--- config.mk ---
export PLATFORM = sky130hd
export DESIGN_NAME = hci_command_credit_tracker_unit
export DESIGN_NICKNAME = d
export VERILOG_FILES = /design/src/hdl/hcct_pkg.sv /design/src/hdl/hcct_cell.sv /design/src/hdl/hcct_fifo.sv /design/src/hdl/hci_command_credit_tracker_unit.sv
export SDC_FILE = /design/constraint.sdc
export NUM_CORES = 1
export LEC_CHECK = 0
export BUFFER_PORTS_ARGS = -buffer_cell sky130_fd_sc_hd__buf_2
export CORE_MARGIN = 5
export CORE_UTILIZATION = 35
export CTS_CLUSTER_DIAMETER = 200
export DETAILED_ROUTE_END_ITERATION = 8
export PLACE_DENSITY = 0.48
export SLEW_MARGIN = 20
export SYNTH_ARGS = -nofsm -noshare
export SYNTH_HDL_FRONTEND = slang
export SYNTH_HIERARCHICAL = 1
export SYNTH_SLANG_ARGS = --single-unit
--- constraint.sdc ---
create_clock -name clock -period 12.8 [get_ports clock]
set_input_delay 1.92 -clock clock [delete_from_list [all_inputs] [get_ports clock]]
set_output_delay 1.92 -clock clock [all_outputs]
set_load 0.01 [all_outputs]
--- src/hdl/hcct_pkg.sv ---
// ----------------------------------------------------------------------------
// HCI command credit tracker package
// Shared codes, constants and control bundles for the credit tracker.
// ----------------------------------------------------------------------------
`default_nettype none

package hcct_pkg;

   localparam logic [1:0]  MODE_SUBMIT      = 2'd0;
   localparam logic [1:0]  MODE_EVENT       = 2'd1;
   localparam logic [1:0]  MODE_TICK        = 2'd2;

   localparam logic [7:0]  EVT_CMD_COMPLETE = 8'h0E;
   localparam logic [7:0]  EVT_CMD_STATUS   = 8'h0F;
   localparam logic [15:0] NULL_OPCODE      = 16'h0000;
   localparam logic [15:0] TIMEOUT_RESET    = 16'd1000;

   localparam int REQ_DATA_W = 56;
   localparam int RSP_DATA_W = 48;

   typedef enum logic [2:0] {
      ST_IDLE,
      ST_SUBMIT,
      ST_MATCH,
      ST_EXPIRE,
      ST_ISSUE,
      ST_REPORT
   } state_type;

   typedef struct packed {
      logic load;
      logic shift;
   } cell_ctrl_type;

   typedef struct packed {
      logic push;
      logic pop;
   } fifo_ctrl_type;

endpackage

`default_nettype wire

--- src/hdl/hcct_cell.sv ---
// ----------------------------------------------------------------------------
// Outstanding table cell
// Holds one outstanding opcode and its issue tick; loads a new entry or takes
// the entry of its upper neighbor when the table closes a gap.
// ----------------------------------------------------------------------------
`default_nettype none

module hcct_cell #(
   parameter int TICK_WIDTH = 32
) (
   input  wire                       clock,
   input  hcct_pkg::cell_ctrl_type   ctrl,
   input  wire [15:0]                load_opcode,
   input  wire [TICK_WIDTH-1:0]      load_tick,
   input  wire [15:0]                next_opcode,
   input  wire [TICK_WIDTH-1:0]      next_tick,
   input  wire [15:0]                match_opcode,
   output logic [15:0]               opcode,
   output logic [TICK_WIDTH-1:0]     tick,
   output logic                      match
);
   import hcct_pkg::*;

   logic [15:0]           opcode_ff;
   logic [15:0]           opcode_in;
   logic [TICK_WIDTH-1:0] tick_ff;
   logic [TICK_WIDTH-1:0] tick_in;

   always_comb begin
      opcode_in = opcode_ff;
      tick_in   = tick_ff;
      if (ctrl.load) begin
         opcode_in = load_opcode;
         tick_in   = load_tick;
      end else if (ctrl.shift) begin
         opcode_in = next_opcode;
         tick_in   = next_tick;
      end
   end

   always_ff @(posedge clock) begin
      opcode_ff <= opcode_in;
      tick_ff   <= tick_in;
   end

   assign opcode = opcode_ff;
   assign tick   = tick_ff;
   assign match  = (opcode_ff == match_opcode);

endmodule

`default_nettype wire

--- src/hdl/hcct_fifo.sv ---
// ----------------------------------------------------------------------------
// Pending command FIFO
// Circular opcode store with registered head read and an occupancy count.
// ----------------------------------------------------------------------------
`default_nettype none

module hcct_fifo #(
   parameter int DEPTH = 16,
   parameter int IW    = (DEPTH > 1) ? $clog2(DEPTH) : 1,
   parameter int CW    = $clog2(DEPTH + 1)
) (
   input  wire                      clock,
   input  wire                      reset,
   input  hcct_pkg::fifo_ctrl_type  ctrl,
   input  wire [15:0]               push_data,
   output logic [15:0]              head_data,
   output logic [CW-1:0]            count
);
   import hcct_pkg::*;

   logic [15:0]   mem [DEPTH];
   logic [15:0]   head_data_ff;
   logic [IW-1:0] head_ff;
   logic [IW-1:0] head_in;
   logic [IW-1:0] tail_ff;
   logic [IW-1:0] tail_in;
   logic [CW-1:0] count_ff;
   logic [CW-1:0] count_in;

   always_comb begin
      head_in  = head_ff;
      tail_in  = tail_ff;
      count_in = count_ff;
      if (ctrl.push) begin
         tail_in  = (tail_ff == IW'(DEPTH - 1)) ? '0 : tail_ff + 1'b1;
         count_in = count_ff + 1'b1;
      end else if (ctrl.pop) begin
         head_in  = (head_ff == IW'(DEPTH - 1)) ? '0 : head_ff + 1'b1;
         count_in = count_ff - 1'b1;
      end
   end

   always_ff @(posedge clock) begin
      if (ctrl.push) begin
         mem[tail_ff] <= push_data;
      end
      head_data_ff <= mem[head_ff];
   end

   always_ff @(posedge clock) begin
      if (reset) begin
         head_ff  <= '0;
         tail_ff  <= '0;
         count_ff <= '0;
      end else begin
         head_ff  <= head_in;
         tail_ff  <= tail_in;
         count_ff <= count_in;
      end
   end

   assign head_data = head_data_ff;
   assign count     = count_ff;

endmodule

`default_nettype wire

--- src/hdl/hci_command_credit_tracker_unit.sv ---
// ----------------------------------------------------------------------------
// HCI command credit tracker
// Host-side command flow control: issues, queues or drops submitted commands,
// retires them on controller events and expires them on time ticks and events.
// ----------------------------------------------------------------------------
// Each request beat on req_ carries a submit (tuser 0), a controller event
// (tuser 1) or a time tick (tuser 2); every request beat yields exactly one
// response beat on rsp_ with the issue decision, flags and updated counts.
// Write the timeout register through csr_wen and csr_wdata only while idle;
// the block does not enforce this. A submit or an unused code goes through
// ST_SUBMIT or ST_REPORT to the response register, an event through ST_MATCH,
// ST_EXPIRE and ST_ISSUE, a tick through ST_EXPIRE and ST_ISSUE. ST_EXPIRE
// repeats for each outstanding command that expires, as the table is a row
// of cells that drops its oldest entry one cell shift per cycle. A request
// is taken in the cycle after the previous response is loaded, so no new
// request is accepted while one is in progress. When the receiver stalls,
// a finished response waits in the output register and the next request is
// still accepted; its response waits for the slot. Reset clears all counts,
// the tick counter and the FIFO pointers, and sets the timeout to 1000 ticks.
// ----------------------------------------------------------------------------
`default_nettype none

module hci_command_credit_tracker_unit #(
   parameter int OUTSTANDING_DEPTH = 8,
   parameter int PENDING_DEPTH     = 16,
   parameter int TICK_WIDTH        = 32
) (
   input  wire                               clock,
   input  wire                               reset,
   input  wire                               req_tvalid,
   output logic                              req_tready,
   // command_opcode, event_code, event_opcode, event_credits, event_short
   input  wire [hcct_pkg::REQ_DATA_W-1:0]    req_tdata,
   // mode
   input  wire [1:0]                         req_tuser,
   output logic                              rsp_tvalid,
   input  wire                               rsp_tready,
   // issue_valid, issue_opcode, queued, dropped, ack_matched, ack_unexpected,
   // timed_out_count, credit_now, outstanding_now, pending_now
   output logic [hcct_pkg::RSP_DATA_W-1:0]   rsp_tdata,
   input  wire                               csr_wen,
   input  wire [15:0]                        csr_wdata
);
   import hcct_pkg::*;

   localparam int OIW = (OUTSTANDING_DEPTH > 1) ? $clog2(OUTSTANDING_DEPTH) : 1;
   localparam int OCW = $clog2(OUTSTANDING_DEPTH + 1);
   localparam int PCW = $clog2(PENDING_DEPTH + 1);

   state_type             state_ff, state_in;
   logic [15:0]           cmd_op_ff, cmd_op_in;
   logic [7:0]            ev_code_ff, ev_code_in;
   logic [15:0]           ev_op_ff, ev_op_in;
   logic [7:0]            ev_cred_ff, ev_cred_in;
   logic                  ev_short_ff, ev_short_in;
   logic [15:0]           timeout_ff, timeout_in;
   logic [TICK_WIDTH-1:0] tick_ff, tick_in;
   logic [7:0]            credit_ff, credit_in;
   logic [OCW-1:0]        ocount_ff, ocount_in;
   logic [OCW-1:0]        expired_ff, expired_in;
   logic                  matched_ff, matched_in;
   logic                  unexp_ff, unexp_in;
   logic                  rsp_tvalid_ff, rsp_tvalid_in;
   logic [RSP_DATA_W-1:0] rsp_tdata_ff, rsp_tdata_in;

   cell_ctrl_type         cell_ctrl [OUTSTANDING_DEPTH];
   logic [15:0]           cell_op   [OUTSTANDING_DEPTH];
   logic [TICK_WIDTH-1:0] cell_tick [OUTSTANDING_DEPTH];
   logic                  cell_hit  [OUTSTANDING_DEPTH];
   logic [15:0]           load_opcode;

   fifo_ctrl_type         fifo_ctrl;
   logic [15:0]           fifo_head;
   logic [PCW-1:0]        fifo_count;
   logic [PCW-1:0]        pend_next;

   logic                  out_free;
   logic                  ack_event;
   logic                  hit_found;
   logic [OIW-1:0]        hit_idx;
   logic                  head_expired;
   logic [7:0]            credit_eff;
   logic                  ctl_ready;
   logic                  res_write;
   logic                  res_issue;
   logic [15:0]           res_op;
   logic                  res_queued;
   logic                  res_dropped;

   for (genvar g = 0; g < OUTSTANDING_DEPTH; g++) begin : g_cell
      logic [15:0]           nxt_op;
      logic [TICK_WIDTH-1:0] nxt_tick;
      if (g == OUTSTANDING_DEPTH - 1) begin : g_end
         assign nxt_op   = '0;
         assign nxt_tick = '0;
      end else begin : g_mid
         assign nxt_op   = cell_op[g+1];
         assign nxt_tick = cell_tick[g+1];
      end
      hcct_cell #(
         .TICK_WIDTH (TICK_WIDTH)
      ) u_cell (
         .clock        (clock),
         .ctrl         (cell_ctrl[g]),
         .load_opcode  (load_opcode),
         .load_tick    (tick_ff),
         .next_opcode  (nxt_op),
         .next_tick    (nxt_tick),
         .match_opcode (ev_op_ff),
         .opcode       (cell_op[g]),
         .tick         (cell_tick[g]),
         .match        (cell_hit[g])
      );
   end

   hcct_fifo #(
      .DEPTH (PENDING_DEPTH)
   ) u_fifo (
      .clock     (clock),
      .reset     (reset),
      .ctrl      (fifo_ctrl),
      .push_data (cmd_op_ff),
      .head_data (fifo_head),
      .count     (fifo_count)
   );

   assign out_free  = !rsp_tvalid_ff || rsp_tready;
   assign ack_event = ((ev_code_ff == EVT_CMD_COMPLETE) || (ev_code_ff == EVT_CMD_STATUS))
                      && !ev_short_ff;
   assign head_expired = (ocount_ff != '0)
                         && ((tick_ff - cell_tick[0]) > TICK_WIDTH'(timeout_ff));
   assign credit_eff = (ocount_ff == '0) ? 8'd1 : credit_ff;
   assign pend_next  = fifo_count + PCW'(fifo_ctrl.push) - PCW'(fifo_ctrl.pop);

   always_comb begin
      hit_found = 1'b0;
      hit_idx   = '0;
      for (int i = OUTSTANDING_DEPTH - 1; i >= 0; i--) begin
         if (cell_hit[i] && (OCW'(i) < ocount_ff)) begin
            hit_found = 1'b1;
            hit_idx   = OIW'(i);
         end
      end
   end

   always_comb begin
      state_in      = state_ff;
      cmd_op_in     = cmd_op_ff;
      ev_code_in    = ev_code_ff;
      ev_op_in      = ev_op_ff;
      ev_cred_in    = ev_cred_ff;
      ev_short_in   = ev_short_ff;
      timeout_in    = csr_wen ? csr_wdata : timeout_ff;
      tick_in       = tick_ff;
      credit_in     = credit_ff;
      ocount_in     = ocount_ff;
      expired_in    = expired_ff;
      matched_in    = matched_ff;
      unexp_in      = unexp_ff;
      req_tready    = 1'b0;
      load_opcode   = cmd_op_ff;
      fifo_ctrl     = '0;
      ctl_ready     = 1'b0;
      res_write     = 1'b0;
      res_issue     = 1'b0;
      res_op        = NULL_OPCODE;
      res_queued    = 1'b0;
      res_dropped   = 1'b0;
      for (int i = 0; i < OUTSTANDING_DEPTH; i++) begin
         cell_ctrl[i] = '0;
      end

      case (state_ff)
         ST_IDLE: begin
            req_tready = 1'b1;
            if (req_tvalid) begin
               cmd_op_in   = req_tdata[15:0];
               ev_code_in  = req_tdata[23:16];
               ev_op_in    = req_tdata[39:24];
               ev_cred_in  = req_tdata[47:40];
               ev_short_in = req_tdata[48];
               expired_in  = '0;
               matched_in  = 1'b0;
               unexp_in    = 1'b0;
               case (req_tuser)
                  MODE_SUBMIT: state_in = ST_SUBMIT;
                  MODE_EVENT:  state_in = ST_MATCH;
                  MODE_TICK: begin
                     tick_in  = tick_ff + 1'b1;
                     state_in = ST_EXPIRE;
                  end
                  default:     state_in = ST_REPORT;
               endcase
            end
         end
         ST_SUBMIT: begin
            ctl_ready = (credit_ff > 8'(ocount_ff))
                        && (ocount_ff < OCW'(OUTSTANDING_DEPTH));
            if (out_free) begin
               res_write = 1'b1;
               state_in  = ST_IDLE;
               if (ctl_ready) begin
                  for (int i = 0; i < OUTSTANDING_DEPTH; i++) begin
                     cell_ctrl[i].load = (OCW'(i) == ocount_ff);
                  end
                  credit_in = credit_ff - 1'b1;
                  ocount_in = ocount_ff + 1'b1;
                  res_issue = 1'b1;
                  res_op    = cmd_op_ff;
               end else if (fifo_count == PCW'(PENDING_DEPTH)) begin
                  res_dropped = 1'b1;
               end else begin
                  fifo_ctrl.push = 1'b1;
                  res_queued     = 1'b1;
               end
            end
         end
         ST_MATCH: begin
            if (ack_event) begin
               if (hit_found) begin
                  for (int i = 0; i < OUTSTANDING_DEPTH; i++) begin
                     cell_ctrl[i].shift = (OIW'(i) >= hit_idx);
                  end
                  ocount_in  = ocount_ff - 1'b1;
                  matched_in = 1'b1;
               end else if (ev_op_ff != NULL_OPCODE) begin
                  unexp_in = 1'b1;
               end
               credit_in = ev_cred_ff;
            end
            state_in = ST_EXPIRE;
         end
         ST_EXPIRE: begin
            if (head_expired) begin
               for (int i = 0; i < OUTSTANDING_DEPTH; i++) begin
                  cell_ctrl[i].shift = 1'b1;
               end
               ocount_in  = ocount_ff - 1'b1;
               expired_in = expired_ff + 1'b1;
            end else begin
               state_in = ST_ISSUE;
            end
         end
         ST_ISSUE: begin
            ctl_ready = (credit_eff > 8'(ocount_ff))
                        && (ocount_ff < OCW'(OUTSTANDING_DEPTH));
            if (out_free) begin
               res_write = 1'b1;
               state_in  = ST_IDLE;
               credit_in = credit_eff;
               if ((fifo_count != '0) && ctl_ready) begin
                  load_opcode   = fifo_head;
                  fifo_ctrl.pop = 1'b1;
                  for (int i = 0; i < OUTSTANDING_DEPTH; i++) begin
                     cell_ctrl[i].load = (OCW'(i) == ocount_ff);
                  end
                  credit_in = credit_eff - 1'b1;
                  ocount_in = ocount_ff + 1'b1;
                  res_issue = 1'b1;
                  res_op    = fifo_head;
               end
            end
         end
         ST_REPORT: begin
            if (out_free) begin
               res_write = 1'b1;
               state_in  = ST_IDLE;
            end
         end
         default: state_in = ST_IDLE;
      endcase

      if (res_write) begin
         rsp_tvalid_in = 1'b1;
         rsp_tdata_in  = {6'd0, 5'(pend_next), 4'(ocount_in), credit_in,
                          4'(expired_in), unexp_in, matched_in, res_dropped,
                          res_queued, res_op, res_issue};
      end else begin
         rsp_tvalid_in = rsp_tvalid_ff && !rsp_tready;
         rsp_tdata_in  = rsp_tdata_ff;
      end
   end

   always_ff @(posedge clock) begin
      cmd_op_ff    <= cmd_op_in;
      ev_code_ff   <= ev_code_in;
      ev_op_ff     <= ev_op_in;
      ev_cred_ff   <= ev_cred_in;
      ev_short_ff  <= ev_short_in;
      expired_ff   <= expired_in;
      matched_ff   <= matched_in;
      unexp_ff     <= unexp_in;
      rsp_tdata_ff <= rsp_tdata_in;
   end

   always_ff @(posedge clock) begin
      if (reset) begin
         state_ff      <= ST_IDLE;
         timeout_ff    <= TIMEOUT_RESET;
         tick_ff       <= '0;
         credit_ff     <= '0;
         ocount_ff     <= '0;
         rsp_tvalid_ff <= 1'b0;
      end else begin
         state_ff      <= state_in;
         timeout_ff    <= timeout_in;
         tick_ff       <= tick_in;
         credit_ff     <= credit_in;
         ocount_ff     <= ocount_in;
         rsp_tvalid_ff <= rsp_tvalid_in;
      end
   end

   assign rsp_tvalid = rsp_tvalid_ff;
   assign rsp_tdata  = rsp_tdata_ff;

endmodule

`default_nettype wire

# ---- After elaboration in Yosys (flattened, before gate mapping)
# Memories as Yosys holds them, arrays and structs flattened. A register that Yosys moved wholly into a read port is not among the register bits.
# Cells that the tools add are included.
dict set report word_totals {
  memories 1
  ramBits 256
  output_inout_bits 50
  wordCells 316
  reg_bits 558
}
# memory words word_bits rd rd_clocked_by_memory_dff write_ports line_no
set mem_list {}
lappend mem_list {u_fifo.mem 16 16 1 1 1 hcct_fifo.sv:21} ;# logic [15:0] mem [DEPTH];
dict set report classes {
  n_eq_ne 30
  order_cmp 20
  n_mux 174
  n_reduce_logical 40
  addsub 13
  n_bitwise 3
}
# operator n
set op_table {}
lappend op_table {{$mux 32} 16}
lappend op_table {{$mux 16} 23}
lappend op_table {{$eq 16x16->1} 8}
lappend op_table {{$mux 1} 80}
lappend op_table {{$mux 8} 6}
lappend op_table {{$mux 4} 11}
lappend op_table {{$pmux 1 s2} 19}
lappend op_table {{$mux 3} 11}
lappend op_table {{$add 32x1->32 const B} 1}
lappend op_table {{$gt 32x16->1} 1}
lappend op_table {{$pmux 16 s2} 1}
lappend op_table {{$sub 32x32->32} 1}
lappend op_table {{$pmux 8 s3} 1}
lappend op_table {{$reduce_bool 2->1} 9}
lappend op_table {{$add 4x1->4 const B} 4}
lappend op_table {{$eq 3x4->1 const A} 4}
lappend op_table {{$eq 8x4->1 const B} 2}
lappend op_table {{$gt 8x4->1} 2}
lappend op_table {{$lt 3x4->1 const A} 4}
lappend op_table {{$pmux 4 s4} 1}
lappend op_table {{$reduce_bool 16->1} 1}
lappend op_table {{$sub 8x1->8 const B} 2}
lappend op_table {{$logic_and 1x1->1} 14}
lappend op_table {{$ge 3x3->1 const A} 4}
lappend op_table {{other kinds (36)} 54}

# ---- Logic depth before layout (Yosys ltp)
dict set report logic_depth {
  ltp_word 16
  mapped_depth 24
}

# ---- Hierarchy
# Netlist, hierarchy kept.
# mod instances area_per_inst_um2 cells_per_inst
set modules_own_cells {}
lappend modules_own_cells {hcct_cell 8 2238.4 123}
lappend modules_own_cells {hcct_fifo 1 10737.8 515}
lappend modules_own_cells {hci_command_credit_tracker_unit 1 10358.7 1151}

# ---- Worst setup path before layout
# Ideal clock, no wire load.
dict set report synth_timing {
  path_type {input-to-reg}
  start {input port rsp_tready}
  end {register rsp_tdata_ff[0] (netlist: rsp_tdata[0]) (enable)}
  t_required_ns 12.307
  t_arrival_ns 5.321
  setup_slack_ns 6.985
  setup_ns 0.493
  n_path_buf 2
  path_stages 4
  path_cell_list {nor2b_1 -> clkbuf_1 -> buf_1 -> nor3_1}
}
dict set report synth_via {
  elab_chain_len 3
}
# element line_no
set synth_lines {}
lappend synth_lines {{start: declaration} hci_command_credit_tracker_unit.sv:37} ;# input wire rsp_tready,
lappend synth_lines {{$logic_or 1x1->1} hci_command_credit_tracker_unit.sv:127} ;# assign out_free = !rsp_tvalid_ff || rsp_tready;
lappend synth_lines {{$mux 1} {hci_command_credit_tracker_unit.sv:199, hci_command_credit_tracker_unit.sv:247, hci_command_credit_tracker_unit.sv:265}}
lappend synth_lines {{$mux 1} n/a}
lappend synth_lines {{net res_write} hci_command_credit_tracker_unit.sv:84} ;# logic res_write;
lappend synth_lines {{end signal: assignment} hci_command_credit_tracker_unit.sv:293} ;# rsp_tdata_ff <= rsp_tdata_in;
lappend synth_lines {{end: declaration} hci_command_credit_tracker_unit.sv:64} ;# logic [RSP_DATA_W-1:0] rsp_tdata_ff, rsp_tdata_in;
# The timed path passes the listed nets, and every way through them passes these cells.
# A chain may end at the register's enable or synchronous reset.

==> impl_metrics.tcl <==
set metrics [dict create \
    clockBufferDepth 3 \
    die_h_um 344 \
    dpl_cell_area_mm2 0.0413 \
    cts_root_buf "clkbuf_16" \
    critPathArrivalTime_ns 7.59 \
    numCtsBuffers 93 \
    hpwl_mm 60.8 \
    cts_sinks 829 \
    grt_pass1_vias 23592 \
    worst_pin_slew_ns 1.15 \
    start_kind "register" \
    drt_drc_violations_left 0 \
    cap_violations 0 \
    synthCells 2650 \
    cts_resized 0 \
    port_buffers 114 \
    drt-total-wl_mm 95.8 \
    critPathKind "reg2reg" \
    start_util_pct 35.2 \
    power.total_w 0.00645 \
    avgSynthCellArea_um2 14.7 \
    muxShareOfSynthArea_pct 16.7 \
    reg2regPathDepth 21 \
    crit_path_start "tick_ff[0]$_SDFFE_PP0P_" \
    p_per_area_mw_per_mm2 145 \
    ant_nets 0 \
    instances_no_fill 4403 \
    fmax_mhz 138 \
    postCtsSetupBuffers 0 \
    r2r_start "tick_ff[0]$_SDFFE_PP0P_" \
    async_flop_share_pct 0 \
    swShare_pct 24.7 \
    p_leak_nw 15.1 \
    synth_simple_gate_area_share_pct 6.53 \
    avgViaCountPerCell 5.12 \
    insertion_delay_ns 0.68 \
    dr.pass1.iters 5 \
    finalSetupTns_ns 0 \
    synth_top_family_by_area "multiplexers" \
    grt_max_degree 73 \
    gp_congestion 0.836 \
    synth_edf_count 730 \
    layout.filler_cells 10248 \
    setup_violations 0 \
    clkPwrFrac_pct 40.7 \
    yosys_warnings 6 \
    crit_required_ns 13.15 \
    synth-xor-area-share_pct 4.11 \
    dp.cells 4228 \
    grt_antenna_before_repair 0 \
    p_switching_w 0.00159 \
    grt_remaining_overflow 0 \
    grt_pass1_wl_mm 145 \
    holdBufCountCts 0 \
    vdd_drop_max_mv 0.133 \
    cts_tree "done" \
    synth-compound-area-share_pct 5.82 \
    skew_ns 0.0322 \
    combPwrFrac_pct 10.3 \
    dieArea_mm2 0.118 \
    antennaDiodeCount 0 \
    area_growth_pct 13.7 \
    wl_per_cell_um 21.7 \
    synthAdderAreaFrac_pct 2.72 \
    min_path_type "reg2reg" \
    clkTransAtPathRegs_ns 0.06 \
    dominantRegCellSynth "edfxtp_1" \
    critical_path.max_fanout 31 \
    synth_cell_types 91 \
    seq_area_frac_synth_pct 61.3 \
    nNetsFinal 2998 \
    fin_crit_ns 7.24 \
    status "finished clean" \
    timing.rr.end "g_cell[7].u_cell/tick[23]$_DFFE_PP_" \
    fin_crit_sh_pct 56.6 \
    finalHoldViolations 0 \
    h-tree-depth 3 \
    io_pins 129 \
    worstSetupEndpoint "g_cell[7].u_cell/tick[23]$_DFFE_PP_" \
    grt_usage_pct 16.0 \
    rsz0062_at_grt "false" \
    slew_headroom_pct 23.1 \
    first_iter_violations 1289 \
    p_seq_share_pct 49.0 \
    final_area_mm2 0.0444 \
    rows 122 \
    maxSlewViolCount 0 \
    ys_ff_latch 829 \
    final_common_cell "edfxtp_1" \
    layout.cells.most_common_list "edfxtp_1 (730), mux2_2 (330), xnor2_1 (155), nor2_1 (140), nand2_1 (122)" \
    regToRegSetupSlack_ns 5.56 \
    vias 22546 \
    syn_area_mm2 0.0390 \
    p_int_w 0.00486 \
    cp-end-kind "register" \
    core_mm2 0.111 \
    drive_above_1_share_pct 28.2 \
    die_w_um 344 \
]
-- logic make-up after synthesis --
family	count (synthesis)
AOI/OAI and AO/OA	332
DFF	829
other	1
adders and majority gates	83
buffers and inverters	211
xor gates and xnor gates	183
and+or+nand+nor	517
muxes	494
-- layout make-up --
| class | count | area, µm² | share of cell area, % |
|---|---|---|---|
| flip-flops and latches | 829 | 23900 | 53.9 |
| well taps | 1488 | 1860 | 4.20 |
| clock buffers | 135 | 2650 | 5.97 |
| clock inverters | 39 | 369 | 0.832 |
| inverters | 89 | 334 | 0.753 |
| multi-input cells | 1663 | 14300 | 32.3 |
| repair buffers | 160 | 927 | 2.09 |
-- registers in the layout, summed over array words and instances (netlist names), 5 cells and up --
signal and cells:
g_cell.u_cell/tick 256, u_fifo/mem 256, g_cell.u_cell/opcode 128, rsp_tdata 42, tick_ff 32, cmd_op_ff 16, ev_op_ff 16, timeout_ff 16
u_fifo/head_data 16, credit_ff 8, ev_cred_ff 8, ev_code_ff 7, u_fifo/count 5
-- critical path, cell delays in order, from the launching register on --
cell and delay [ns]:
dfxtp_1 0.62, inv_1 0.09, ha_1 0.25, fa_1 0.41
nor2b_1 0.19, o2111ai_1 0.23, a211oi_2 0.50, nor2_1 0.21
o21ai_0 0.26, xnor2_1 0.19, ha_1 0.29, o21ai_0 0.21
nor2_1 0.09, a2111oi_0 0.49, a22oi_1 0.23, nor2_1 0.14
and4b_1 0.20, nand4_1 0.61, nand2_1 0.62, nand2_1 0.07
or2_2 0.52, buf_4 0.40
-- power groups by stage --
stage                     Combinational (W)  Sequential, W  Clock (W)
final                              0.000666        0.00316    0.00263
after CTS                          0.000672        0.00316    0.00271
after global routing               0.000734        0.00317    0.00282
after detailed placement           0.000668        0.00322          0
after global placement             0.000656        0.00321          0
after floorplan                    0.000477        0.00318          0
-- how the worst min path moves through the flow --
stage,startpoint,to,slack (ns),cells past startpoint
3_3_place_gp,matched_ff$_DFF_P_,matched_ff$_DFF_P_,0.45,2
2_1_floorplan,matched_ff$_DFF_P_,matched_ff$_DFF_P_,0.42,2
5_1_grt,matched_ff$_DFF_P_,matched_ff$_DFF_P_,0.48,2
3_5_place_dp,matched_ff$_DFF_P_,matched_ff$_DFF_P_,0.43,2
6_report,matched_ff$_DFF_P_,matched_ff$_DFF_P_,0.45,2
4_1_cts,matched_ff$_DFF_P_,matched_ff$_DFF_P_,0.45,2
-- synthesized netlist by cell type, types with 5 or more instances --
cell | instances | area [µm²]
edfxtp_1 | 730 | 21900
mux2_2 | 330 | 3720
xnor2_1 | 155 | 1360
nor2_1 | 142 | 533
nand2_1 | 122 | 458
dfxtp_1 | 99 | 1980
a21oi_1 | 93 | 465
inv_1 | 85 | 319
ha_1 | 80 | 1000
mux2_4 | 72 | 1080
mux4_2 | 64 | 1440
nand4_1 | 54 | 338
clkbuf_1 | 49 | 184
o21ai_0 | 49 | 245
nand3_1 | 36 | 180
a22oi_1 | 33 | 248
buf_4 | 30 | 225
mux2i_1 | 28 | 280
xor2_1 | 28 | 245
nor3_1 | 26 | 130
nor4_1 | 25 | 156
buf_6 | 23 | 259
and2_1 | 22 | 138
a22o_1 | 18 | 158
and3_1 | 18 | 113
nor2b_1 | 16 | 100
o21a_1 | 16 | 120
a21o_1 | 15 | 113
buf_2 | 15 | 75.1
o211ai_1 | 12 | 90.1
nand2b_1 | 10 | 62.6
a211oi_1 | 9 | 67.6
a31oi_1 | 9 | 56.3
or2_1 | 9 | 56.3
o21ai_1 | 8 | 40.0
or3_1 | 8 | 50.1
or2_2 | 6 | 37.5
buf_1 | 5 | 18.8
o2111ai_1 | 5 | 43.8
o21bai_1 | 5 | 37.5
o22ai_1 | 5 | 31.3
-- per-stage QoR --
step                      utilization, %  hold slack (ns)  worst slack [ns]
after floorplan                        -            0.416              6.99
after global placement              37.3            0.446              5.99
after detailed placement            37.3            0.434              5.71
after CTS                           40.1            0.448              5.67
after global routing                40.1            0.482              5.00
final                               40.1            0.446              5.56
-- metal layers --
metal  wire length, µm  share of wire (%)  global-route usage, %
met1             44200                 46                   21.9
met4              1700                1.8                   3.54
met2             46600                 49                   27.3
met3              3290                3.4                   2.45
met5                 0                  0                      0
(Power assumes the default switching activity.)
